### config.mk
export PLATFORM = sky130hd
export DESIGN_NAME = ascon_permutation
export DESIGN_NICKNAME = d
export VERILOG_FILES = /design/src/sv/ascon_pkg.sv /design/src/sv/ascon_round.sv /design/src/sv/ascon_permutation.sv
export SDC_FILE = /design/constraint.sdc
export NUM_CORES = 1
export LEC_CHECK = 0
export CORE_UTILIZATION = 50
export CTS_BUF_LIST = sky130_fd_sc_hd__clkbuf_8
export CTS_CLUSTER_SIZE = 10
export DETAILED_ROUTE_END_ITERATION = 8
export DONT_BUFFER_PORTS = 1
export MAX_ROUTING_LAYER = met4
export PLACE_DENSITY = 0.76
export SETUP_SLACK_MARGIN = 0.4
export SYNTH_ARGS = -nofsm -noshare
export SYNTH_HDL_FRONTEND = slang
export SYNTH_SLANG_ARGS = --single-unit
### constraint.sdc
create_clock -name clk -period 5.8 [get_ports clk]
set_clock_uncertainty 0.1 [all_clocks]
set_input_delay 0.29 -clock clk [delete_from_list [all_inputs] [get_ports clk]]
set_output_delay 0.29 -clock clk [all_outputs]
set_load 0.02 [all_outputs]
### src/sv/ascon_pkg.sv
// Shared types, constants and helper functions for the Ascon permutation block.
// No dependencies; the round and top-level files in this folder import it.
package ascon_pkg;

    localparam int unsigned WORD_W  = 64;
    localparam int unsigned ROUND_W = 4;

    // Rounds are numbered 0 to 11; the block applies the last N of them.
    localparam logic [ROUND_W-1:0] MAX_ROUNDS = 4'd12;
    localparam logic [ROUND_W-1:0] MIN_ROUNDS = 4'd1;
    localparam logic [ROUND_W-1:0] LAST_ROUND = 4'd11;
    localparam logic [ROUND_W-1:0] RC_BASE    = 4'hf;

    typedef logic [WORD_W-1:0]     word_t;
    typedef logic [ROUND_W-1:0]    round_t;
    typedef word_t [4:0]           state_t;

    typedef struct packed {
        word_t  word_0;
        word_t  word_1;
        word_t  word_2;
        word_t  word_3;
        word_t  word_4;
        round_t round_count;
    } in_t;

    typedef struct packed {
        word_t out_word_0;
        word_t out_word_1;
        word_t out_word_2;
        word_t out_word_3;
        word_t out_word_4;
    } out_t;

    // Rotate right by a constant amount between 1 and 63.
    function automatic word_t rotr(input word_t v, input int unsigned n);
        return (v >> n) | (v << (WORD_W - n));
    endfunction

    // Round constant for round r: upper nibble counts down while the lower counts up.
    function automatic logic [7:0] round_const(input round_t r);
        round_t hi;
        hi = RC_BASE - r;
        return {hi, r};
    endfunction

endpackage

### src/sv/ascon_round.sv
// One Ascon round: constant addition, bitsliced S-box and linear diffusion layer.
// Depends on ascon_pkg. Purely combinational; the sequencer registers its output.
module permute_round (
    input  ascon_pkg::state_t x,
    input  ascon_pkg::round_t round_idx,
    output ascon_pkg::state_t y
);
    import ascon_pkg::*;

    word_t a0, a1, a2, a3, a4;
    word_t b0, b1, b2, b3, b4;
    word_t c0, c1, c2, c3, c4;

    always_comb
    begin
        a0 = x[0];
        a1 = x[1];
        a2 = x[2] ^ {{(WORD_W-8){1'b0}}, round_const(round_idx)};
        a3 = x[3];
        a4 = x[4];

        // S-box input mixing.
        b0 = a0 ^ a4;
        b4 = a4 ^ a3;
        b2 = a2 ^ a1;
        b1 = a1;
        b3 = a3;

        // Chi-like nonlinear core.
        c0 = b0 ^ (~b1 & b2);
        c1 = b1 ^ (~b2 & b3);
        c2 = b2 ^ (~b3 & b4);
        c3 = b3 ^ (~b4 & b0);
        c4 = b4 ^ (~b0 & b1);

        // S-box output mixing.
        c1 = c1 ^ c0;
        c0 = c0 ^ c4;
        c3 = c3 ^ c2;
        c2 = ~c2;

        y[0] = c0 ^ rotr(c0, 19) ^ rotr(c0, 28);
        y[1] = c1 ^ rotr(c1, 61) ^ rotr(c1, 39);
        y[2] = c2 ^ rotr(c2, 1)  ^ rotr(c2, 6);
        y[3] = c3 ^ rotr(c3, 10) ^ rotr(c3, 17);
        y[4] = c4 ^ rotr(c4, 7)  ^ rotr(c4, 41);
    end

endmodule

### src/sv/ascon_permutation.sv
// Top level of the Ascon permutation: round sequencer around one shared round unit.
// Depends on ascon_pkg and permute_round.
//
// Usage:
//   A transaction starts when start is high at a rising edge while busy is low.
//   The item port carries the five state words and a round count N; counts of
//   zero are treated as one round and counts above twelve as twelve. The block
//   applies the last N of the twelve Ascon rounds with a single round unit.
//   The first round is applied at the accepting edge and one more round at each
//   following edge. busy is high from the accepting edge until the last round is
//   applied, and then done is high for exactly one cycle with the permuted state
//   on result. The result port holds valid data only while done is high; the
//   receiver must take it in that cycle, since it cannot stall the block. busy is
//   already low during the done cycle, so a new start may be accepted then, but no
//   new transaction is taken while one is still running. Throughput is set by the
//   one round unit, used once a cycle.
//   Reset returns the sequencer to idle and drops done; no transaction survives it.
module ascon_permutation (
    input  logic             clk,
    input  logic             rst_n,
    input  logic             start,
    input  ascon_pkg::in_t   item,
    output logic             busy,
    output logic             done,
    output ascon_pkg::out_t  result
);
    import ascon_pkg::*;

    typedef enum logic {
        IDLE,
        RUN
    } seq_state_t;

    seq_state_t seq_reg,   seq_next;
    round_t     round_reg, round_next;
    logic       done_reg,  done_next;
    state_t     state_reg, state_next;

    state_t     unit_in;
    state_t     unit_out;
    round_t     unit_round;
    round_t     count_clamped;
    round_t     first_round;
    logic       accept;

    assign accept = start && (seq_reg == IDLE);

    always_comb
    begin
        priority if (item.round_count < MIN_ROUNDS)
            count_clamped = MIN_ROUNDS;
        else if (item.round_count > MAX_ROUNDS)
            count_clamped = MAX_ROUNDS;
        else
            count_clamped = item.round_count;
        first_round = MAX_ROUNDS - count_clamped;
    end

    // The round unit sees the fresh item on the accepting edge, else the working state.
    always_comb
    begin
        if (seq_reg == IDLE)
        begin
            unit_in[0] = item.word_0;
            unit_in[1] = item.word_1;
            unit_in[2] = item.word_2;
            unit_in[3] = item.word_3;
            unit_in[4] = item.word_4;
            unit_round = first_round;
        end
        else
        begin
            unit_in    = state_reg;
            unit_round = round_reg;
        end
    end

    permute_round u_round (
        .x         (unit_in),
        .round_idx (unit_round),
        .y         (unit_out)
    );

    always_comb
    begin
        seq_next   = seq_reg;
        round_next = round_reg;
        done_next  = 1'b0;
        state_next = state_reg;
        unique case (seq_reg)
            IDLE:
            begin
                if (accept)
                begin
                    state_next = unit_out;
                    round_next = first_round + 4'd1;
                    if (first_round == LAST_ROUND)
                        done_next = 1'b1;
                    else
                        seq_next = RUN;
                end
            end
            RUN:
            begin
                state_next = unit_out;
                round_next = round_reg + 4'd1;
                if (round_reg == LAST_ROUND)
                begin
                    done_next = 1'b1;
                    seq_next  = IDLE;
                end
            end
            default:
            begin
                seq_next = IDLE;
            end
        endcase
    end

    always_ff @(posedge clk or negedge rst_n)
    begin
        if (!rst_n)
        begin
            seq_reg   <= IDLE;
            round_reg <= '0;
            done_reg  <= 1'b0;
            state_reg <= '0;
        end
        else
        begin
            seq_reg   <= seq_next;
            round_reg <= round_next;
            done_reg  <= done_next;
            state_reg <= state_next;
        end
    end

    assign busy              = (seq_reg == RUN);
    assign done              = done_reg;
    assign result.out_word_0 = state_reg[0];
    assign result.out_word_1 = state_reg[1];
    assign result.out_word_2 = state_reg[2];
    assign result.out_word_3 = state_reg[3];
    assign result.out_word_4 = state_reg[4];

endmodule

==> impl_metrics.ini, run 1 <==
[synthesis]
avgSynthCellArea_sq_um = 9.82
synth-seq-cells = 326
syn-instance-count = 3182
synthMostInstantiatedCell = sky130_fd_sc_hd__xnor2_1
synth-edff-count = 0
async_reset_ff_frac = 1.00
synth-seq-area-share = 0.261
ys.warnings.count = 0
synth_largest_area_cell = sky130_fd_sc_hd__dfrtp_1
synth.lib_cells_used.distinct = 42
synthTopCellsByArea = sky130_fd_sc_hd__dfrtp_1, sky130_fd_sc_hd__xnor2_1, sky130_fd_sc_hd__mux2i_1
synth_top_cells_by_count = sky130_fd_sc_hd__xnor2_1, sky130_fd_sc_hd__dfrtp_1, sky130_fd_sc_hd__mux2i_1
mappedNetlistArea_sq_um = 31200
portion_of_synthesized_cell_area_occupied_by_the_leading_cell_type = 0.261
ys_dominant_reg_cell = sky130_fd_sc_hd__dfrtp_1
post_synthesis_net_count = 3638

[worst_setup_path]
setup.worst_path.class = reg -> reg
data_arrival_time_of_the_critical_path_ns = 5.04
crit_top_cell = sky130_fd_sc_hd__xnor2_1
crit_buf_inv = 2
crit_required_ns = 6.22
crit_slowest_cell = sky130_fd_sc_hd__dfrtp_4
cp_slowest_stage_delay_ns = 1.00
cp_cell_sequence = buf_12, buf_4, mux2i_1, ha_1, xnor2_1, xnor2_2, xnor2_1, xnor2_1, o21ai_1
critical-path-top-delay-family = XOR/XNOR gates
cp_max_fo = 60
end_kind = flop
worst_setup_path_start_kind = flop

[clock_tree]
tritoncts_clock_tree = built
clockRootBuffer = sky130_fd_sc_hd__clkbuf_8
postCtsHoldBufs = 4
clk_path_buf_depth = 3
cts_inserted_buffers = 66
post_cts_resize_count = 0
worst_setup_hold_path_clk_slew_ns = 0.06
cts_htree_levels = 3
worst_skew_pair.late_latency_ns = 0.67
clkSinkCount = 326
post_cts_setup_repair_bufs = 0

[timing]
whs_ns = -0.745
max_slew.worst_pin.slew_ns = 1.43
fin_setup_tns_ns = 0
final_hold_viol_count = 326
maxSlewViolCount = 0
grt_setup_unrepaired = no
final.period_utilization = 0.798
setup_viol = 0
final.min_clock_period_ns = 4.63
fin_ws_ns = 1.17
timing.fmax_mhz = 216
maxSlewHeadroom = 0.0398

[grt]
first_global_vias = 24100
total_routing_usage_gr = 0.444
grt_first_pass_wirelength_microns = 190000
grt_overflow = 0
number_of_antenna_violations_at_the_first_check_in_global_routing = 2
grt_start_max_net_pins = 327

[layout]
nFillCells = 5654
fin_nets = 3681
layout-area-overhead-vs-synth_pct = 8.31
drive_gt1_frac = 0.131
flip_flop_count_of_the_largest_register_after_layout = 320

[die]
die_w_microns = 252
die_h_microns = 252
initial_utilization = 0.506
standard_cell_core_area_sq_um = 61700
floorplan.rows = 91
count_of_boundary_i_o_pins = 649
floorplan_die_area_sq_um = 63500

[worst_hold_path]
hp-class = in -> async

[detailed_routing]
drt_first_iter_violations = 2702
dr_total_vias = 25000
drt.antenna.violating_nets = 0
post-route-drc-count = 0
detail_route.vias_per_cell = 6.07
post_drt_wl_per_cell_microns = 34.0
drt_wl_total_microns = 140000
firstDrtPassIters = 5

[place]
dp_slack_ns = 1.39
post-dp-hpwl_microns = 115000
gp_congestion = 1.11
place.port_buffers = 0

[status]
outcome = finished, violations left
failing_checks = hold timing

[run]
maxCapViolations = 0
## final timing paths
check	endpoint	slack (ns)	depth (start not counted)	start
worst max-delay path	result[127]	1.17	9	busy
worst min-delay path	result[104]	-0.74	0	rst_n
worst max register to register	result[127]	1.17	9	busy
worst min register to register	round_reg[0]	0.49	2	round_reg[0]
max in group asynchronous	busy	5.30	0	rst_n
min in group clk	round_reg[0]	0.07	3	item[1]
## cell usage in the layout (no fill, tap or decap), types with 2 or more instances in the layout
cell and instances:
sky130_fd_sc_hd__o21ai_1 42, sky130_fd_sc_hd__nand2_1 216, sky130_fd_sc_hd__mux2i_4 7, sky130_fd_sc_hd__clkbuf_8 89, sky130_fd_sc_hd__clkinvlp_4 3, sky130_fd_sc_hd__buf_4 82, sky130_fd_sc_hd__buf_12 9, sky130_fd_sc_hd__inv_1 52
sky130_fd_sc_hd__xnor2_2 63, sky130_fd_sc_hd__and2_1 2, sky130_fd_sc_hd__clkinv_2 7, sky130_fd_sc_hd__maj3_1 49, sky130_fd_sc_hd__maj3_2 15, sky130_fd_sc_hd__mux2_2 117, sky130_fd_sc_hd__mux2_4 7, sky130_fd_sc_hd__o21ai_0 158
sky130_fd_sc_hd__xor2_1 264, sky130_fd_sc_hd__a21oi_1 124, sky130_fd_sc_hd__diode_2 3, sky130_fd_sc_hd__mux2i_1 300, sky130_fd_sc_hd__dfrtp_1 325, sky130_fd_sc_hd__bufinv_16 4, sky130_fd_sc_hd__xnor2_1 900, sky130_fd_sc_hd__ha_1 129
sky130_fd_sc_hd__a211oi_1 19, sky130_fd_sc_hd__dlygate4sd3_1 4, sky130_fd_sc_hd__nor2_1 220, sky130_fd_sc_hd__nand2b_1 6, sky130_fd_sc_hd__nor2b_1 21, sky130_fd_sc_hd__xnor3_1 5, sky130_fd_sc_hd__nand4_1 2, sky130_fd_sc_hd__mux2i_2 19
## per-layer routing
layer | track usage | vias to the layer above | routed length [microns]
met5 | - | - | 0
met4 | 0.211 | 0 | 7930
met3 | 0.115 | 384 | 14600
met2 | 0.684 | 1529 | 63500
met1 | 0.542 | 12400 | 53700
li1 | - | 10600 | -
## stage by stage
stage	cell area (sq um)	cells	util	hold slack [ns]
after CTS	33800	4112	0.548	-0.773
after floorplan	31200	3182	-	-0.106
after detailed placement	32300	3990	0.524	-0.0789
final	33800	4115	0.548	-0.745
after global placement	32300	3990	0.524	-0.0782
after global routing	33800	4114	0.548	-0.774
## final cells by class
class                      count  area (sq um)  share of cell area
antenna                        3          7.51            0.000222
clock inverter                29           239             0.00706
tap                          837          1050              0.0309
sequential                   326          8160               0.241
timing repair buffer          95           836              0.0247
inverter                      39           149             0.00440
clock buffer                  89          1220              0.0362
multi-input combinational   2697         22200               0.655
## cell families after synthesis
logic type                 share of synthesized area
AOI/OAI and AO/OA                             0.0587
xor gates and xnor gates                       0.364
adders and majority gates                     0.0728
buffers and inverters                         0.0294
DFF                                            0.261
muxes                                          0.155
and+or+nand+nor                               0.0593
Power of run 1 is not shown: default switching activity piles up to over one toggle a cycle in this logic, so the estimate is an artifact.
==> inputs of run 2 (changes only) <==
- clock period: 5.8 -> 4.62 ns (I/O delays scaled with it)
==> run 2 against run 1 <==
The flow still finishes with violations (hold timing). Non-clock buffer count up 174. Critical endpoint is now result[123]. Fmax grew 13%. Design area increased by 3.8%. Via count is 1.3% higher. Sequential cell count did not move. Worst setup slack got worse by 0.64 ns. Register-to-register slack worse by 0.64 ns. Critical path depth did not move. Hold slack got worse by 0.069 ns. Count of clock-buffer cells in the layout down 6. Die area did not move.
==> impl_metrics.ini, run 2 (synthesis gave the netlist of run 1 again) <==
[status]
outcome = finished, violations left
failing_checks = hold timing

[detailed_routing]
post-route-drc-count = 0
post_drt_wl_per_cell_microns = 32.4
drt_first_iter_violations = 2787
firstDrtPassIters = 6
drt_wl_total_microns = 139000
dr_total_vias = 25300
drt.antenna.violating_nets = 0
detail_route.vias_per_cell = 5.89

[worst_setup_path]
setup.worst_path.class = reg -> reg
data_arrival_time_of_the_critical_path_ns = 4.51
critPathLaunch = busy
r2r_setup_slack_ns = 0.53
cp_max_fo = 31
critical_path.reg2reg.startpoint = busy
r2r_end = result[123]
worst_setup_path_start_kind = flop
end_kind = flop
crit_required_ns = 5.04
ff2ff_path_depth = 9

[timing]
timing.fmax_mhz = 244
maxSlewHeadroom = 0.149
fin_setup_tns_ns = 0
max_slew.worst_pin.slew_ns = 1.27
final.period_utilization = 0.885
maxSlewViolCount = 0
final.min_clock_period_ns = 4.09
grt_setup_unrepaired = no
setup_viol = 0
whs_ns = -0.814
final_hold_viol_count = 326

[layout]
final_cell_mix = sky130_fd_sc_hd__xnor2_1, sky130_fd_sc_hd__dfrtp_1, sky130_fd_sc_hd__mux2i_1, sky130_fd_sc_hd__xor2_1, sky130_fd_sc_hd__buf_4
flip_flop_count_of_the_largest_register_after_layout = 320
layout-area-overhead-vs-synth_pct = 12.4
fin_nets = 3856
drive_gt1_frac = 0.174
final_common_cell = sky130_fd_sc_hd__xnor2_1

[die]
initial_utilization = 0.506
floorplan.rows = 91
standard_cell_core_area_sq_um = 61700
die_w_microns = 252
floorplan_die_area_sq_um = 63500
count_of_boundary_i_o_pins = 649
die_h_microns = 252

[clock_tree]
post_cts_setup_repair_bufs = 0
worst_skew_pair.late_latency_ns = 0.67
clockRootBuffer = sky130_fd_sc_hd__clkbuf_8
cts_inserted_buffers = 67
post_cts_resize_count = 0
worst_setup_hold_path_clk_slew_ns = 0.06
postCtsHoldBufs = 6
clk_path_buf_depth = 3
tritoncts_clock_tree = built
cts_htree_levels = 3
clkSinkCount = 326

[place]
place.port_buffers = 0
gp_congestion = 1.10
post-dp-hpwl_microns = 116000

[run]
maxCapViolations = 0

[grt]
grt_overflow = 0
grt_start_max_net_pins = 327
number_of_antenna_violations_at_the_first_check_in_global_routing = 6
first_global_vias = 24800
grt_first_pass_wirelength_microns = 191000
total_routing_usage_gr = 0.444

[worst_hold_path]
hp-class = in -> async
[run 2: changes by cell type in the layout (fill, tap and decap cells not counted), sizes merged]
cell	previous run	this run
buf	91	263
clkbuf	89	83
inv	53	58
clkinv	8	12
diode	3	7
dlygate4sd3	4	6
bufinv	4	3
[run 2: how the worst max path moves through the flow]
stage	depth (start not counted)	slack, ns	to
3_5_place_dp	9	0.64	result[123]
6_report	9	0.53	result[123]
5_1_grt	8	0.49	result[126]
3_3_place_gp	9	0.69	result[123]
2_1_floorplan	11	1.58	result[125]
4_1_cts	9	0.64	result[123]
[run 2: worst max-delay path: stages, from the launching register on]
cell and delay (ns):
sky130_fd_sc_hd__dfrtp_4 0.80, sky130_fd_sc_hd__buf_4 0.38, sky130_fd_sc_hd__mux2i_1 0.52, sky130_fd_sc_hd__ha_1 0.27, sky130_fd_sc_hd__xnor2_1 0.12, sky130_fd_sc_hd__buf_4 0.18, sky130_fd_sc_hd__xor2_1 0.99, sky130_fd_sc_hd__xor2_1 0.17
sky130_fd_sc_hd__xnor2_1 0.27, sky130_fd_sc_hd__o21ai_0 0.12
[run 2: area by class of cell]
| cell class | count | area, sq um |
|---|---|---|
| Clock inverter | 37 | 254 |
| Fill cell | 5545 | 26600 |
| Multi-Input combinational cell | 2697 | 22200 |
| Inverter | 39 | 149 |
| Timing Repair Buffer | 269 | 2180 |
| Clock buffer | 83 | 1140 |
| Antenna cell | 7 | 17.5 |
| Sequential cell | 326 | 8160 |
| Tap cell | 837 | 1050 |
[run 2: per-stage QoR]
step | setup slack (ns) | utilization | hold slack [ns] | cells | area (sq um)
CTS | 0.640 | 0.569 | -0.853 | 4288 | 35100
finish | 0.530 | 0.569 | -0.814 | 4295 | 35100
global route | 0.488 | 0.569 | -0.821 | 4294 | 35100
global placement | 0.691 | 0.545 | -0.147 | 4162 | 33700
detailed placement | 0.642 | 0.545 | -0.143 | 4162 | 33700
floorplan | 1.58 | - | -0.165 | 3182 | 31200
[run 2: layer usage]
layer  track usage  part of all wire  wire length [microns]  vias up
met5             -                 0                      0        -
met4         0.205             0.051                   7120        0
met3        0.0955             0.096                  13300      302
met2         0.698              0.46                  64500     1450
met1         0.543              0.39                  54200    12500
li1              -                 -                      -    11000
Power of run 2 is left out for the same reason.
